$ cat src/sv/scfc_pkg.sv
// Shared types, codes and constants for the serial command frame controller.
// Depends on nothing; imported by scfc_out_queue, serial_command_frame_controller and the bench files.
`default_nettype none

package scfc_pkg;

  // command word actions
  localparam logic [1:0] ACT_BYTE   = 2'd0;
  localparam logic [1:0] ACT_BUTTON = 2'd1;
  localparam logic [1:0] ACT_TICK   = 2'd2;

  // configuration register indexes
  localparam int unsigned CFG_IDX_W = 3;
  localparam int unsigned CFG_DATA_W = 24;
  localparam logic [CFG_IDX_W-1:0] REG_DIM_CODE    = 3'd0;
  localparam logic [CFG_IDX_W-1:0] REG_STATUS_CODE = 3'd1;
  localparam logic [CFG_IDX_W-1:0] REG_DEV1_CODE   = 3'd2;
  localparam logic [CFG_IDX_W-1:0] REG_DEV2_CODE   = 3'd3;
  localparam logic [CFG_IDX_W-1:0] REG_DEV3_CODE   = 3'd4;
  localparam logic [CFG_IDX_W-1:0] REG_THRESHOLD   = 3'd5;
  localparam logic [CFG_IDX_W-1:0] REG_TIMEOUT     = 3'd6;

  // register reset values
  localparam logic [7:0]  RST_DIM_CODE    = 8'd1;
  localparam logic [7:0]  RST_STATUS_CODE = 8'd2;
  localparam logic [7:0]  RST_DEV1_CODE   = 8'd1;
  localparam logic [7:0]  RST_DEV2_CODE   = 8'd2;
  localparam logic [7:0]  RST_DEV3_CODE   = 8'd3;
  localparam logic [7:0]  RST_THRESHOLD   = 8'd50;
  localparam logic [23:0] RST_TIMEOUT     = 24'hFFFFF;

  // frame bytes
  localparam logic [7:0] START_BYTE = 8'h2A;
  localparam logic [7:0] END_BYTE   = 8'h23;
  localparam logic [7:0] REPLY_TAG  = 8'h01;

  // frame body layout
  localparam int unsigned BODY_LEN = 11;
  localparam int unsigned ADDR_W   = 4;
  localparam logic [ADDR_W-1:0] BODY_LAST = 4'd10;
  localparam logic [ADDR_W-1:0] FUNC_POS  = 4'd0;
  localparam logic [ADDR_W-1:0] DEV_POS   = 4'd1;
  localparam logic [ADDR_W-1:0] LEVEL_POS = 4'd9;

  // reply frame layout
  localparam logic [3:0] RPL_START = 4'd0;
  localparam logic [3:0] RPL_FUNC  = 4'd1;
  localparam logic [3:0] RPL_DEV   = 4'd2;
  localparam logic [3:0] RPL_TAG   = 4'd3;
  localparam logic [3:0] RPL_BIT   = 4'd11;
  localparam logic [3:0] RPL_END   = 4'd12;
  localparam logic [1:0] DEV_LAST  = 2'd2;

  typedef enum logic [2:0] {
    EV_NONE      = 3'd0,
    EV_RECEIVING = 3'd1,
    EV_ACCEPTED  = 3'd2,
    EV_BAD_END   = 3'd3,
    EV_TIMEOUT   = 3'd4
  } frame_event_t;

  typedef enum logic [2:0] {
    S_IDLE,
    S_RD_DEV,
    S_RD_LEVEL,
    S_APPLY,
    S_REPLY,
    S_REPORT
  } state_t;

  typedef struct packed {
    logic [1:0] action;
    logic [7:0] rx_byte;
    logic [2:0] button_mask;
  } cmd_word_t;

  typedef struct packed {
    logic       has_byte;
    logic [7:0] tx_byte;
    logic       last_of_run;
    logic [2:0] device_outputs;
    logic [2:0] frame_event;
  } rsp_word_t;

  // byte at one position of a reply frame
  function automatic logic [7:0] reply_byte(input logic [3:0] pos,
                                            input logic [7:0] status,
                                            input logic [7:0] code,
                                            input logic       dev_bit);
    logic [7:0] b;
    case (pos)
      RPL_START: b = START_BYTE;
      RPL_FUNC:  b = status;
      RPL_DEV:   b = code;
      RPL_TAG:   b = REPLY_TAG;
      RPL_BIT:   b = {7'd0, dev_bit};
      RPL_END:   b = END_BYTE;
      default:   b = 8'd0;
    endcase
    return b;
  endfunction

endpackage

`default_nettype wire

$ cat src/sv/scfc_out_queue.sv
// Two-entry response queue that decouples the sequencer from the response stall.
// Depends on scfc_pkg for the response word type.
`default_nettype none

module scfc_out_queue (
  input  wire logic               clk,
  input  wire logic               rst,
  input  wire logic               push,
  input  wire scfc_pkg::rsp_word_t push_word,
  output logic                    space,
  output logic                    rsp_valid,
  input  wire logic               rsp_stall,
  output scfc_pkg::rsp_word_t     rsp
);
  import scfc_pkg::*;

  rsp_word_t  slot0;
  rsp_word_t  slot1;
  logic [1:0] count;
  logic       pop;
  logic       to_head;

  // head always sits in slot0
  assign rsp_valid = (count != 2'd0);
  assign rsp       = slot0;
  assign pop       = rsp_valid && !rsp_stall;
  assign space     = (count != 2'd2) || pop;

  // a pushed word lands at the head when the queue is empty after any pop
  assign to_head   = pop ? (count == 2'd1) : (count == 2'd0);

  // occupancy
  always_ff @(posedge clk) begin
    if (rst) begin
      count <= 2'd0;
    end else begin
      case ({push, pop})
        2'b10:   count <= count + 2'd1;
        2'b01:   count <= count - 2'd1;
        default: count <= count;
      endcase
    end
  end

  // slot data, shifting toward the head on pop
  always_ff @(posedge clk) begin
    if (push && to_head) begin
      slot0 <= push_word;
    end else if (pop) begin
      slot0 <= slot1;
    end
    if (push && !to_head) begin
      slot1 <= push_word;
    end
  end

endmodule

`default_nettype wire

$ cat src/sv/serial_command_frame_controller.sv
// Serial command frame controller: frame collection, decode, replies and button toggles.
// Report: a taken word's report is queued in the same cycle; a '#'-ended frame reports last.
// Throughput: one command word per cycle while idle with queue space; a frame ending in '#'
// holds input through body read-back (S_RD_DEV, S_RD_LEVEL, S_APPLY), 39 reply words and
// the report, or the report alone for any other function byte; response stalls add to both.
// Reset (rst, synchronous): registers to defaults, idle, all devices off.
`default_nettype none

module serial_command_frame_controller (
  input  wire logic                               clk,
  input  wire logic                               rst,
  input  wire logic                               cmd_valid,
  output logic                                    cmd_stall,
  input  wire scfc_pkg::cmd_word_t                cmd,
  output logic                                    rsp_valid,
  input  wire logic                               rsp_stall,
  output scfc_pkg::rsp_word_t                     rsp,
  input  wire logic                               cfg_we,
  input  wire logic [scfc_pkg::CFG_IDX_W-1:0]     cfg_index,
  input  wire logic [scfc_pkg::CFG_DATA_W-1:0]    cfg_data
);
  import scfc_pkg::*;

  // configuration registers
  logic [7:0]  dim_code;
  logic [7:0]  status_code;
  logic [7:0]  dev1_code;
  logic [7:0]  dev2_code;
  logic [7:0]  dev3_code;
  logic [7:0]  threshold;
  logic [23:0] timeout;

  // control state
  state_t      state, state_next;
  logic        receiving, receiving_next;
  logic [3:0]  byte_count, byte_count_next;
  logic [23:0] tick_count, tick_count_next;
  logic [2:0]  dev_state, dev_state_next;
  logic [1:0]  dev_idx, dev_idx_next;
  logic [3:0]  byte_idx, byte_idx_next;
  logic [7:0]  func, func_next;
  logic [7:0]  dev_sel, dev_sel_next;

  // frame body memory
  logic [7:0]        body_mem [BODY_LEN];
  logic              mem_we;
  logic              mem_rd_en;
  logic [ADDR_W-1:0] mem_rd_addr;
  logic [7:0]        mem_rd_data;

  // queue side
  logic         q_push;
  rsp_word_t    q_word;
  logic         q_space;
  logic         cmd_take;
  logic         report;
  frame_event_t ev;
  logic [7:0]   code_sel;
  logic [2:0]   hit_mask;

  assign cmd_stall = (state != S_IDLE) || !q_space;
  assign cmd_take  = cmd_valid && !cmd_stall;

  // configuration writes
  always_ff @(posedge clk) begin
    if (rst) begin
      dim_code    <= RST_DIM_CODE;
      status_code <= RST_STATUS_CODE;
      dev1_code   <= RST_DEV1_CODE;
      dev2_code   <= RST_DEV2_CODE;
      dev3_code   <= RST_DEV3_CODE;
      threshold   <= RST_THRESHOLD;
      timeout     <= RST_TIMEOUT;
    end else if (cfg_we) begin
      case (cfg_index)
        REG_DIM_CODE:    dim_code    <= cfg_data[7:0];
        REG_STATUS_CODE: status_code <= cfg_data[7:0];
        REG_DEV1_CODE:   dev1_code   <= cfg_data[7:0];
        REG_DEV2_CODE:   dev2_code   <= cfg_data[7:0];
        REG_DEV3_CODE:   dev3_code   <= cfg_data[7:0];
        REG_THRESHOLD:   threshold   <= cfg_data[7:0];
        REG_TIMEOUT:     timeout     <= cfg_data;
        default:         ;
      endcase
    end
  end

  // body memory, one write and one registered read port
  always_ff @(posedge clk) begin
    if (mem_we) begin
      body_mem[byte_count] <= cmd.rx_byte;
    end
    if (mem_rd_en) begin
      mem_rd_data <= body_mem[mem_rd_addr];
    end
  end

  // device code for the reply in progress
  always_comb begin
    case (dev_idx)
      2'd0:    code_sel = dev1_code;
      2'd1:    code_sel = dev2_code;
      default: code_sel = dev3_code;
    endcase
  end

  // lowest matching output wins for a dim command
  always_comb begin
    hit_mask = 3'b000;
    if (dev_sel == dev1_code) begin
      hit_mask = 3'b001;
    end else if (dev_sel == dev2_code) begin
      hit_mask = 3'b010;
    end else if (dev_sel == dev3_code) begin
      hit_mask = 3'b100;
    end
  end

  // sequencer: command handling, body read-back, reply emission
  always_comb begin
    state_next      = state;
    receiving_next  = receiving;
    byte_count_next = byte_count;
    tick_count_next = tick_count;
    dev_state_next  = dev_state;
    dev_idx_next    = dev_idx;
    byte_idx_next   = byte_idx;
    func_next       = func;
    dev_sel_next    = dev_sel;
    mem_we          = 1'b0;
    mem_rd_en       = 1'b0;
    mem_rd_addr     = FUNC_POS;
    q_push          = 1'b0;
    q_word          = '0;
    report          = 1'b0;
    ev              = receiving ? EV_RECEIVING : EV_NONE;
    case (state)
      S_IDLE: begin
        if (cmd_take) begin
          report = 1'b1;
          case (cmd.action)
            ACT_BYTE: begin
              if (!receiving) begin
                if (cmd.rx_byte == START_BYTE) begin
                  receiving_next  = 1'b1;
                  byte_count_next = 4'd0;
                  tick_count_next = 24'd0;
                  ev              = EV_RECEIVING;
                end else begin
                  ev = EV_NONE;
                end
              end else begin
                mem_we = 1'b1;
                if (byte_count == BODY_LAST) begin
                  receiving_next  = 1'b0;
                  byte_count_next = 4'd0;
                  tick_count_next = 24'd0;
                  if (cmd.rx_byte == END_BYTE) begin
                    // decode runs from the body memory; report comes at the end
                    ev          = EV_ACCEPTED;
                    report      = 1'b0;
                    mem_rd_en   = 1'b1;
                    mem_rd_addr = FUNC_POS;
                    state_next  = S_RD_DEV;
                  end else begin
                    ev = EV_BAD_END;
                  end
                end else begin
                  byte_count_next = byte_count + 4'd1;
                  ev              = EV_RECEIVING;
                end
              end
            end
            ACT_BUTTON: begin
              if (!receiving) begin
                if (cmd.button_mask[0]) begin
                  dev_state_next = dev_state ^ 3'b001;
                end else if (cmd.button_mask[1]) begin
                  dev_state_next = dev_state ^ 3'b010;
                end else if (cmd.button_mask[2]) begin
                  dev_state_next = dev_state ^ 3'b100;
                end
                ev = EV_NONE;
              end
            end
            ACT_TICK: begin
              if (receiving) begin
                if (tick_count >= timeout) begin
                  receiving_next  = 1'b0;
                  byte_count_next = 4'd0;
                  tick_count_next = 24'd0;
                  ev              = EV_TIMEOUT;
                end else begin
                  tick_count_next = tick_count + 24'd1;
                  ev              = EV_RECEIVING;
                end
              end
            end
            default: ;
          endcase
          if (report) begin
            q_push = 1'b1;
            q_word = '{has_byte: 1'b0, tx_byte: 8'd0, last_of_run: 1'b1,
                       device_outputs: dev_state_next, frame_event: ev};
          end
        end
      end
      S_RD_DEV: begin
        func_next   = mem_rd_data;
        mem_rd_en   = 1'b1;
        mem_rd_addr = DEV_POS;
        state_next  = S_RD_LEVEL;
      end
      S_RD_LEVEL: begin
        dev_sel_next = mem_rd_data;
        mem_rd_en    = 1'b1;
        mem_rd_addr  = LEVEL_POS;
        state_next   = S_APPLY;
      end
      S_APPLY: begin
        // read data now holds the level byte
        if (func == dim_code) begin
          if (mem_rd_data > threshold) begin
            dev_state_next = dev_state | hit_mask;
          end else begin
            dev_state_next = dev_state & ~hit_mask;
          end
        end
        dev_idx_next  = 2'd0;
        byte_idx_next = 4'd0;
        if ((func == dim_code) || (func == status_code)) begin
          state_next = S_REPLY;
        end else begin
          state_next = S_REPORT;
        end
      end
      S_REPLY: begin
        if (q_space) begin
          q_push = 1'b1;
          q_word = '{has_byte: 1'b1,
                     tx_byte: reply_byte(byte_idx, status_code, code_sel,
                                         dev_state[dev_idx]),
                     last_of_run: 1'b0, device_outputs: dev_state,
                     frame_event: EV_ACCEPTED};
          if (byte_idx == RPL_END) begin
            byte_idx_next = 4'd0;
            if (dev_idx == DEV_LAST) begin
              state_next = S_REPORT;
            end else begin
              dev_idx_next = dev_idx + 2'd1;
            end
          end else begin
            byte_idx_next = byte_idx + 4'd1;
          end
        end
      end
      S_REPORT: begin
        if (q_space) begin
          q_push     = 1'b1;
          q_word     = '{has_byte: 1'b0, tx_byte: 8'd0, last_of_run: 1'b1,
                         device_outputs: dev_state, frame_event: EV_ACCEPTED};
          state_next = S_IDLE;
        end
      end
      default: begin
        state_next = S_IDLE;
      end
    endcase
  end

  // control registers
  always_ff @(posedge clk) begin
    if (rst) begin
      state      <= S_IDLE;
      receiving  <= 1'b0;
      byte_count <= 4'd0;
      tick_count <= 24'd0;
      dev_state  <= 3'b000;
      dev_idx    <= 2'd0;
      byte_idx   <= 4'd0;
    end else begin
      state      <= state_next;
      receiving  <= receiving_next;
      byte_count <= byte_count_next;
      tick_count <= tick_count_next;
      dev_state  <= dev_state_next;
      dev_idx    <= dev_idx_next;
      byte_idx   <= byte_idx_next;
    end
  end

  // decoded frame fields
  always_ff @(posedge clk) begin
    func    <= func_next;
    dev_sel <= dev_sel_next;
  end

  // response queue
  scfc_out_queue u_out_queue (
    .clk       (clk),
    .rst       (rst),
    .push      (q_push),
    .push_word (q_word),
    .space     (q_space),
    .rsp_valid (rsp_valid),
    .rsp_stall (rsp_stall),
    .rsp       (rsp)
  );

`ifndef SYNTHESIS
  // a command word is only taken while the sequencer is idle
  a_take_idle : assert property (@(posedge clk) disable iff (rst)
    (cmd_valid && !cmd_stall) |-> (state == S_IDLE))
    else $error("command word taken while sequencer busy");

  // body write pointer stays inside the frame body
  a_count_range : assert property (@(posedge clk) disable iff (rst)
    byte_count <= BODY_LAST)
    else $error("frame byte count out of range");

  // idle receiver keeps its counters cleared
  a_idle_clear : assert property (@(posedge clk) disable iff (rst)
    !receiving |-> ((byte_count == 4'd0) && (tick_count == 24'd0)))
    else $error("frame counters not cleared while idle");

  // the reply is followed by the report
  a_reply_end : assert property (@(posedge clk) disable iff (rst)
    ((state == S_REPLY) && q_space && (byte_idx == RPL_END) && (dev_idx == DEV_LAST))
      |=> (state == S_REPORT))
    else $error("reply did not end in a report");
`endif

endmodule

`default_nettype wire

$ cat config.mk
export PLATFORM = sky130hd
export DESIGN_NAME = serial_command_frame_controller
export DESIGN_NICKNAME = d
export VERILOG_FILES = /design/src/sv/scfc_pkg.sv /design/src/sv/scfc_out_queue.sv /design/src/sv/serial_command_frame_controller.sv
export SDC_FILE = /design/constraint.sdc
export NUM_CORES = 1
export LEC_CHECK = 0
export BUFFER_PORTS_ARGS = -buffer_cell sky130_fd_sc_hd__buf_2
export CORE_MARGIN = 2
export CORE_UTILIZATION = 61
export DETAILED_ROUTE_END_ITERATION = 10
export PLACE_DENSITY = 0.91
export SETUP_SLACK_MARGIN = 0.4
export SYNTH_ARGS = -nofsm -noshare
export SYNTH_HDL_FRONTEND = slang
export SYNTH_SLANG_ARGS = --single-unit
$ cat constraint.sdc
create_clock -name clk -period 3.1 [get_ports clk]
set_input_delay 0.31 -clock clk [delete_from_list [all_inputs] [get_ports clk]]
set_output_delay 0.31 -clock clk [all_outputs]
set_load 0.01 [all_outputs]
# Word level (Yosys, flattened, before mapping)
# Memory sizes are Yosys's and may differ from the RTL's. A register that Yosys moved wholly into a read port is not among the register bits.
# Index checks and enable logic that the tools add are counted.
[totals] elab_cells=223 out_inout_bits=18 reg_bits=163 mem_count=1 input_bits=45 ram_bits=88
[classes] n_mux=93 n_lt_le_gt_ge=3 n_eq_ne=47 n_bitwise=6 addsub=6 reduce_logical=40
[memory_table] name="body_mem" words=11 width=8 read_ports=1 rd_clocked_by_memory_dff=1 wr=1 line="serial_command_frame_controller.sv:45" source="logic [7:0] body_mem [BODY_LEN];"
[op_table] cell="2-to-1 mux 24 bit" n=5
[op_table] cell="2-to-1 mux 3 bit" n=24
[op_table] cell="2-to-1 mux 16 bit" n=3
[op_table] cell="case mux 16 bit (3 select lines)" n=1
[op_table] cell="case mux 24 bit (2 select lines)" n=1
[op_table] cell="case mux 8 bit (6 select lines)" n=1
[op_table] cell="equality test 8 bit" n=5
[op_table] cell="2-to-1 mux 1 bit" n=32
[op_table] cell="2-to-1 mux 4 bit" n=7
[op_table] cell="inequality test 2 bit (second input constant)" n=13
[op_table] cell="adder 24 x 1 -> 24 bit (second input constant)" n=1
[op_table] cell="greater-or-equal comparator 24 bit" n=1
[op_table] cell="case mux 4 bit (2 select lines)" n=3
[op_table] cell="2-to-1 mux 7 bit" n=3
[op_table] cell="case mux 3 bit (6 select lines)" n=1
[op_table] cell="equality test 8 x 6 -> 1 bit (second input constant)" n=2
[op_table] cell="case mux 8 bit (2 select lines)" n=1
[op_table] cell="AND reduction 2 bit" n=8
[op_table] cell="equality test 3 bit (second input constant)" n=5
[op_table] cell="equality test 3 x 2 -> 1 bit (second input constant)" n=4
[op_table] cell="equality test 4 bit (second input constant)" n=3
[op_table] cell="AND reduction 6 bit" n=2
[op_table] cell="nonzero test 2 bit" n=6
[op_table] cell="case mux 3 bit (3 select lines)" n=1
[op_table] cell="32 further kinds" n=62

# Longest topological paths before layout
# Gate-level depths: netlist of run 1.
[depth] word_depth=14 depth_mapped=11 depth_no_buf=10

# By module
# Synthesis of run 1 repeated with hierarchy kept, for this count alone.
[hier_totals] cells_unflattened=1060 hier_area_um2=9930.8
[modules_own_cells] module="serial_command_frame_controller" seq_area_each_um2=3703.6 n_inst=1 cells_each=990 area_per_inst_um2=8545.7
[modules_own_cells] module="scfc_out_queue" seq_area_each_um2=1001.0 n_inst=1 cells_each=70 area_per_inst_um2=1385.1

# Worst setup path before layout of run 1
# Ideal clock, no wire load.
[synth_timing] path_type="flip-flop to flip-flop" from="reg u_out_queue.count[0]" to="reg u_out_queue.slot0, in the netlist u_out_queue.rsp[0] (enable)" path_stages_with_launch=11 setup_ps=411 arrival_time_ps=2403 n_path_buf=2 t_required_ps=2689 period_less_slack_ps=2814 setup_slack_ps=286 cell_sequence="dfxtp_1 -> inv_1 -> ha_1 -> o21ai_1 -> and4b_1 -> o31ai_2 -> and2_2 -> nand2b_1 -> buf_6 -> buf_6 -> o21ai_0"
[synth_via] elab_chain_cells=11 word_cells_on_any_way=16 classes_between="2 x eq/ne; 4 x mux; 10 x reduce/logical"
[synth_rtl] element="start: declaration" line="scfc_out_queue.sv:19" source="logic [1:0] count;"
[synth_rtl] element="start signal: assignment" line="scfc_out_queue.sv:38" source="2'b10: count <= count + 2'd1;"
[synth_rtl] element="start signal: assignment" line="scfc_out_queue.sv:39" source="2'b01: count <= count - 2'd1;"
[synth_rtl] element="start signal: assignment" line="scfc_out_queue.sv:40" source="default: count <= count;"
[synth_rtl] element="nonzero test 2 bit" line="scfc_out_queue.sv:24" source="assign rsp_valid = (count != 2'd0);"
[synth_rtl] element="logical AND 1 bit" line="scfc_out_queue.sv:26" source="assign pop = rsp_valid && !rsp_stall;"
[synth_rtl] element="logical OR 1 bit" line="scfc_out_queue.sv:27" source="assign space = (count != 2'd2) || pop;"
[synth_rtl] element="zero test 1 bit" line="serial_command_frame_controller.sv:61" source="assign cmd_stall = (state != S_IDLE) || !q_space;"
[synth_rtl] element="logical OR 1 bit" line="serial_command_frame_controller.sv:61"
[synth_rtl] element="zero test 1 bit" line="serial_command_frame_controller.sv:62" source="assign cmd_take = cmd_valid && !cmd_stall;"
[synth_rtl] element="logical AND 1 bit" line="serial_command_frame_controller.sv:62"
[synth_rtl] element="2-to-1 mux 1 bit" line="serial_command_frame_controller.sv:139" source="if (cmd_take) begin"
[synth_rtl] element="case mux 1 bit (2 select lines)" line="serial_command_frame_controller.sv:137" source="case (state)"
[synth_rtl] element="logical AND 1 bit" line="scfc_out_queue.sv:47" source="if (push && to_head) begin"
[synth_rtl] element="nonzero test 2 bit (no line) (*)"
[synth_rtl] element="end signal: assignment" line="scfc_out_queue.sv:48" source="slot0 <= push_word;"
[synth_rtl] element="end signal: assignment" line="scfc_out_queue.sv:50" source="slot0 <= slot1;"
[synth_rtl] element="end: declaration" line="scfc_out_queue.sv:17" source="rsp_word_t slot0;"
# Mark *: on every way between the ends. The rest lies on a longest branch, timed or not.
# A chain may end at the register's enable or synchronous reset.

# Final worst setup path of run 1
[layout_timing] from="reg timeout[23]" to="reg byte_count[1]"
[layout_via] elab_chain_cells=3
[layout_rtl] element="start: declaration" line="serial_command_frame_controller.sv:31" source="logic [23:0] timeout;"
[layout_rtl] element="start signal: assignment" line="serial_command_frame_controller.sv:82" source="REG_TIMEOUT: timeout <= cfg_data;"
[layout_rtl] element="greater-or-equal comparator 24 bit" line="serial_command_frame_controller.sv:188" source="if (tick_count >= timeout) begin"
[layout_rtl] element="inequality test 2 bit (no line)"
[layout_rtl] element="AND reduction 6 bit (no line)"
[layout_rtl] element="end signal: assignment" line="serial_command_frame_controller.sv:284" source="byte_count <= byte_count_next;"
[layout_rtl] element="end: declaration" line="serial_command_frame_controller.sv:36" source="logic [3:0] byte_count, byte_count_next;"
# No other way between the ends.

==> results of run 1 <==
==> cells in the final DEF (no fill, tap or decap), types with 10 or more instances in the layout <==
cell,instances
nor2_1,57
buf_4,17
nor2b_1,16
o21ai_0,33
clkbuf_16,19
o211ai_1,24
xnor2_1,37
nand4_1,20
nor3_1,16
ha_1,42
nand3_1,34
mux2i_1,10
nand2_1,200
inv_1,53
xor2_1,16
buf_2,62
a21oi_1,92
edfxtp_1,80
dfxtp_1,115
==> per-stage QoR <==
| stage | instance area [um^2] | utilization (%) | total power, uW | worst slack (ns) |
|---|---|---|---|---|
| 2_1_floorplan | 9560 | - | 4000 | 0.392 |
| 3_3_place_gp | 10100 | 66.2 | 4340 | 0.490 |
| 3_5_place_dp | 10100 | 66.2 | 4390 | 0.418 |
| 4_1_cts | 10700 | 70.1 | 6600 | 0.430 |
| 5_1_grt | 10700 | 70.4 | 6880 | 0.386 |
| 6_report | 10700 | 70.4 | 6620 | 0.517 |
==> metal layers <==
layer  up-vias  global-route usage (%)  wire [um]
met1      3738                    38.3       9800
met4         0                    11.8        643
met5         -                       0          0
li1       3771                       -          -
met3        65                    5.95       1750
met2       387                    45.4      10800
==> sequential cells by signal (all words and copies together), names as in the netlist, 16 cells and up, named ones only <==
signal / count
body_mem: 24
u_out_queue.slot1: 16
tick_count: 24
timeout: 24
u_out_queue.rsp: 16
==> power by group through the flow <==
stage	logic, uW	clock network, uW	registers, uW
2_1_floorplan	733	0	3260
6_report	1170	2240	3210
5_1_grt	1300	2340	3240
3_5_place_dp	1130	0	3260
4_1_cts	1160	2240	3200
3_3_place_gp	1090	0	3250
==> cells in the mapped netlist, drive strengths merged, types with 5 or more instances <==
| master | count |
|---|---|
| nand4 | 21 |
| a21o | 9 |
| nand3 | 35 |
| a31oi | 9 |
| a22oi | 7 |
| nand2b | 8 |
| o31ai | 8 |
| nor4 | 8 |
| o21ai | 38 |
| and3 | 9 |
| nor2b | 16 |
| nor2 | 60 |
| xnor2 | 37 |
| and2 | 8 |
| a21oi | 92 |
| nand2 | 200 |
| o211ai | 24 |
| xor2 | 16 |
| nor3 | 17 |
| a211oi | 5 |
| nor4b | 5 |
| a22o | 5 |
| ha | 44 |
| buf | 10 |
| inv | 53 |
| nor3b | 6 |
| mux2 | 8 |
| mux2i | 10 |
| clkbuf | 29 |
| edfxtp | 80 |
| dfxtp | 115 |
==> area by class of cell <==
type	count	area, um^2
Sequential cell	195	4700
Fill cell	1077	4520
Clock buffer	27	526
Timing Repair Buffer	80	449
Multi-Input combinational cell	744	4530
Tap cell	211	264
Clock inverter	4	70.1
Inverter	53	199
==> critical path: cells and delay by family, from the launching register on <==
kind | cells | cell delay [ns]
buffers and inverters | 1 | 0.04
adder cells (fa/ha/maj) | 1 | 0.32
AO/OA/AOI/OAI | 3 | 1.08
flip-flops | 1 | 0.33
AND/OR/NAND/NOR | 3 | 0.70
==> path summary, 6_finish.rpt <==
kind | from | to | slack, ns | cells past startpoint
hold reg to reg | timeout[21] | timeout[21] | 0.45 | 2
setup reg to reg | timeout[23] | byte_count[1] | 0.52 | 8
hold / removal | cmd[4] | body_mem[0][1] | 0.09 | 1
setup / recovery | timeout[23] | byte_count[1] | 0.52 | 8
==> cells by family after synthesis <==
logic type | Yosys count | share of synthesized area (%)
AND/OR/NAND/NOR | 409 | 20.2
XOR/XNOR | 53 | 4.86
flip-flops | 195 | 49.2
buffers and inverters | 92 | 3.93
AO/OA/AOI/OAI | 220 | 14.0
adder cells (fa/ha/maj) | 44 | 5.76
multiplexers | 18 | 1.99
==> impl_results.md, run 1 <==
- Outcome: completed
- CTS Buf Count: 17
- CTS root buffer: clkbuf_16
- Setup Fix Bufs, Post-CTS: 0
- Fraction of layout cells with a size suffix above 1: 12.1%
- Sw Pwr: 1790 uW
- Clock power frac: 33.8%
- CP max stage delay: ~0.44 ns
- Pins over their slew limit: 0
- DP Wirelength: roughly 16 mm
- Ys flop type: dfxtp_1
- Routed wire length: roughly 23 mm
- Crit. End Element: flop
- Drt first pass iters: 7
- Vias in the first global route: 7542
- Mean routed wirelength per cell: about 18 um
- Main area contributors after synthesis: edfxtp_1 (25%), dfxtp_1 (24%), nand2_1 (7.9%), ha_1 (5.8%), a21oi_1 (4.8%)
- Fin Setup TNS: 0 ns
- Total GRT Usage: 28.5%
- Synthesized flop and latch total: between 150 and 200
- EDFF count, synth: 80
- RSZ-0062 raised after global routing: true
- Die X: 129 um
- Setup-failing EPs final: 0
- Crit path kind: reg2reg
- Syn_nets: 1120
- Clock Path Buffers: 2
- TritonCTS clock tree: built
- # resized after CTS: 2
- Clock slew at reported path FFs: approximately 0.070 ns
- Die Area: 16700 um^2
- CP max-delay cell: nor4_2
- Maximum VDD drop: approximately 480 uV
- Largest net degree at the start of global routing: 55
- Antenna viol nets, final: 0
- Sw frac: 27.0%
- Clock sink total: 195
- Placed cells: 1283
- WP data required: 3.42 ns
- Worst slew pin tran: 1.10 ns
- Residual DRC: 0
- Max FO, Critical Path: 9
- Row cnt: 45
- Leading area contributor after synthesis: edfxtp_1
- DRT iter0 DRCs: 842
- Gr ovfl total: 0
- Initial core utilization: 62.6%
- Mapped cell area: 9560 um^2
- Final Skew: 0.0139 ns
- Core ar.: 15300 um^2
- YS warnings: 0
- Antenna cells: 0
- Leak: 0.00407 uW
- H-Tree Depth: 4
- Final std cells w/o fill: 1314
- Post-synthesis sequential area ratio: between 40% and 50%
- Initial antenna violation count: 0
- Rel. slew slack: approximately 26%
- Asr flop ratio synth: 0%
- Mapped Cells: 1031
- Comb power frac: roughly 18%
- Synth-to-layout area growth: 12.4%
- Worst-path cell chain: inv_1 -> ha_1 -> nand4_2 -> nor4_2 -> o311a_2 -> nor2_4 -> o31a_1 -> a221o_1
- Pwr/cell area: 616 nW/um^2
- Final Hold Viols: 0
- Startpoint class of the critical path: flop
- Internal Power: 4830 uW
- Die Ht: between 100 and 150 um
- Fin nets: around 1200
- Via count: 7961
- Port bufs: 62
- First-pass GRT wire length: 37.3 mm
- Class of the worst hold path: in2reg
- Vias per cell: roughly 6.1
- Hold_buf cts: 0
- Num ports: 63
- Hold slack: 0.0858 ns
- Worst path arrival time: 2.91 ns
- Min Clock Period, post-route: approximately 2.6 ns
- Yosys cell types: 64
- Reported max-cap violation count: 0
- Post-synth top area share: 25.1%
- Period utilisation layout: 83.3%
- Sequential power share: 48.5%
- Routability Congestion: 0.963
- Fmax: 387 MHz
- Avg Inst Size Synth: 9.27 um^2
- Worst-skew pair later-pin latency: 0.44 ns
Power figures use the tool's default switching activity.
==> run 2: changes to the inputs <==
- CORE_UTILIZATION: 61 -> 55
- PLACE_DENSITY: 0.91 -> 0.87
- clock period: 3.1 -> 2.24 ns (I/O delays scaled with it)
==> run 2 against run 1 <==
Net effect: the flow now finishes with violations (DRC, setup timing); clock power up 38%; maximum frequency up 6.9%; power up 56%; cell count up 8.6%; worst setup slack worse by 0.69 ns; highest routed layer unchanged.
==> impl_results.md, run 2 (synthesized netlist as in run 1, its figures left out) <==
- Outcome: complete, but fails checks
- Failing checks: DRC, setup timing
- Worst reg-to-reg path cell count: 9
- Largest registers: body_mem: 24 flops, tick_count: 24 flops, timeout: 24 flops
- Clock slew at reported path FFs: 0.08 ns
- Class of the worst hold path: in2reg
- Reported max-cap violation count: 0
- Max FO, Critical Path: 5
- First-pass GRT wire length: 42.6 mm
- Worst path arrival time: 2.65 ns
- Worst-skew pair later-pin latency: 0.45 ns
- Routed wire length: between 30 and 40 mm
- Fin nets: 1278
- Fmax: 414 MHz
- Largest net degree at the start of global routing: 63
- DRT iter0 DRCs: 1356
- Vias per cell: around 6.5
- Num ports: 63
- RSZ-0062 raised after global routing: true
- Clock Path Buffers: 2
- Via count: around 9200
- Fin worst setup slack: -0.177 ns
- Pins over their slew limit: 0
- Design Power: 10300 uW
- Mean routed wirelength per cell: 22.3 um
- H-Tree Depth: 4
- CTS root buffer: clkbuf_16
- Final core utilization: 73.5%
- DP Wirelength: about 17 mm
- Clock sink total: 195
- Vias in the first global route: 8403
- RR Startpoint: timeout[1]
- Hold slack: between 0.007 and 0.008 ns
- Startpoint class of the critical path: flop
- Most frequent cells in the layout: nand2_1 (192), dfxtp_1 (90), edfxtp_1 (80)
- Antenna viol nets, final: 0
- WP data required: 2.48 ns
- Initial antenna violation count: 0
- Hold Crit Endpoint: timeout[13]
- Worst slew pin tran: 0.791 ns
- Setup-failing EPs final: 33
- Fraction of layout cells with a size suffix above 1: 31.4%
- Residual DRC: 1
- Total GRT Usage: a little under a third
- Die X: 136 um
- Final Hold Viols: 0
- Crit. End Element: flop
- Leak: 0.00472 uW
- Maximum VDD drop: 688 uV
- TritonCTS clock tree: built
- Drt first pass iters: 9
- Period utilisation layout: 108%
- Pwr/cell area: 822 nW/um^2
- Commonest non-fill, non-tap cell in the layout: nand2_1
- Die Ht: approximately 140 um
- Min Clock Period, post-route: 2.42 ns
- Hold Path Origin: cfg_data[13]
- Placed cells: 1350
- Port bufs: just over 60
- Final Skew: 0.0157 ns
- Synth-to-layout area growth: 31.7%
- Core ar.: about 17000 um^2
- Crit path kind: reg2reg
- Rel. slew slack: 47.1%
- Initial core utilization: 55.8%
- Reg2Reg Setup Slack: -0.18 ns
- Antenna cells: 0
- Row cnt: 48
- Final std cells w/o fill: 1427
- Routability Congestion: 0.938
- Die Area: about 18000 um^2
- Critical R2R Capture: u_out_queue.rsp[0]
- Gr ovfl total: 0
- CTS Buf Count: 17
- Worst Hold Path Cells: 3
## run 2: cell count changes in the layout (fill, tap and decap cells not counted), sizes merged, moves of 2 or more
| cell | change |
|---|---|
| clkinv | +6 |
| clkbuf | -9 |
| dlygate4sd3 | +2 |
| clkinvlp | +2 |
| buf | +94 |
| inv | +2 |
## run 2: power breakdown
group          switching (uW)  internal (uW)  total [uW]  leakage, uW
Sequential                252           4210        4470      0.00168
Clock                    1410           1670        3080     0.000279
Combinational            1530           1270        2800      0.00276
Total                    3190           7150       10300      0.00472
## run 2: what timing repair did
| item | in CTS | in global routing |
|---|---|---|
| buffers inserted | 24 | 17 |
| endpoints found under the hold margin | 2 | 0 |
| setup endpoints to repair | 131 | 141 |
| pin swaps | 31 | 47 |
| gates resized for setup | 94 | 109 |
| hold buffers | 2 | 0 |
| cloned | 2 | 0 |
## run 2: layer usage
layer  track usage [%]  part of all wire, %
met3              6.82                  9.7
met2              50.9                   47
met1              36.0                   35
met4              14.9                  8.1
met5                 0                    0
## run 2: worst max path at each step
stage,start,end,slack (ns),cells past startpoint
6_report,timeout[1],u_out_queue.rsp[0],-0.18,9
5_1_grt,timeout[1],tick_count[18],-0.17,10
4_1_cts,timeout[1],tick_count[21],-0.005,10
3_5_place_dp,timeout[13],u_out_queue.rsp[0],-0.07,9
3_3_place_gp,timeout[12],u_out_queue.slot1[0],-0.03,9
2_1_floorplan,u_out_queue.count[0],body_mem[1][0],0.12,6
## run 2: worst max-delay path, cell delays in order, from the launching register on
cell	delay, ns
dfxtp_1	0.31
inv_1	0.11
ha_4	0.21
nor2b_1	0.14
o211ai_1	0.23
a31oi_1	0.17
o311a_4	0.37
nor2_4	0.22
o31ai_4	0.09
o31ai_2	0.35
## run 2: area by class of cell
| class | count | area [um^2] |
|---|---|---|
| sequential | 195 | 4750 |
| clock inverter | 14 | 136 |
| inverter | 53 | 209 |
| multi-input combinational | 746 | 5420 |
| clock buffer | 18 | 439 |
| tap | 225 | 282 |
| fill | 1010 | 4530 |
| timing repair buffer | 176 | 1350 |
## run 2: through the flow
stage	cell area [um^2]	setup slack [ns]	setup TNS, ns
6_report	12600	-0.177	-2.32
4_1_cts	12000	-0.00523	-0.00871
3_3_place_gp	10800	-0.0329	-0.0798
5_1_grt	12600	-0.166	-2.78
3_5_place_dp	10800	-0.0689	-0.172
2_1_floorplan	9870	0.119	0
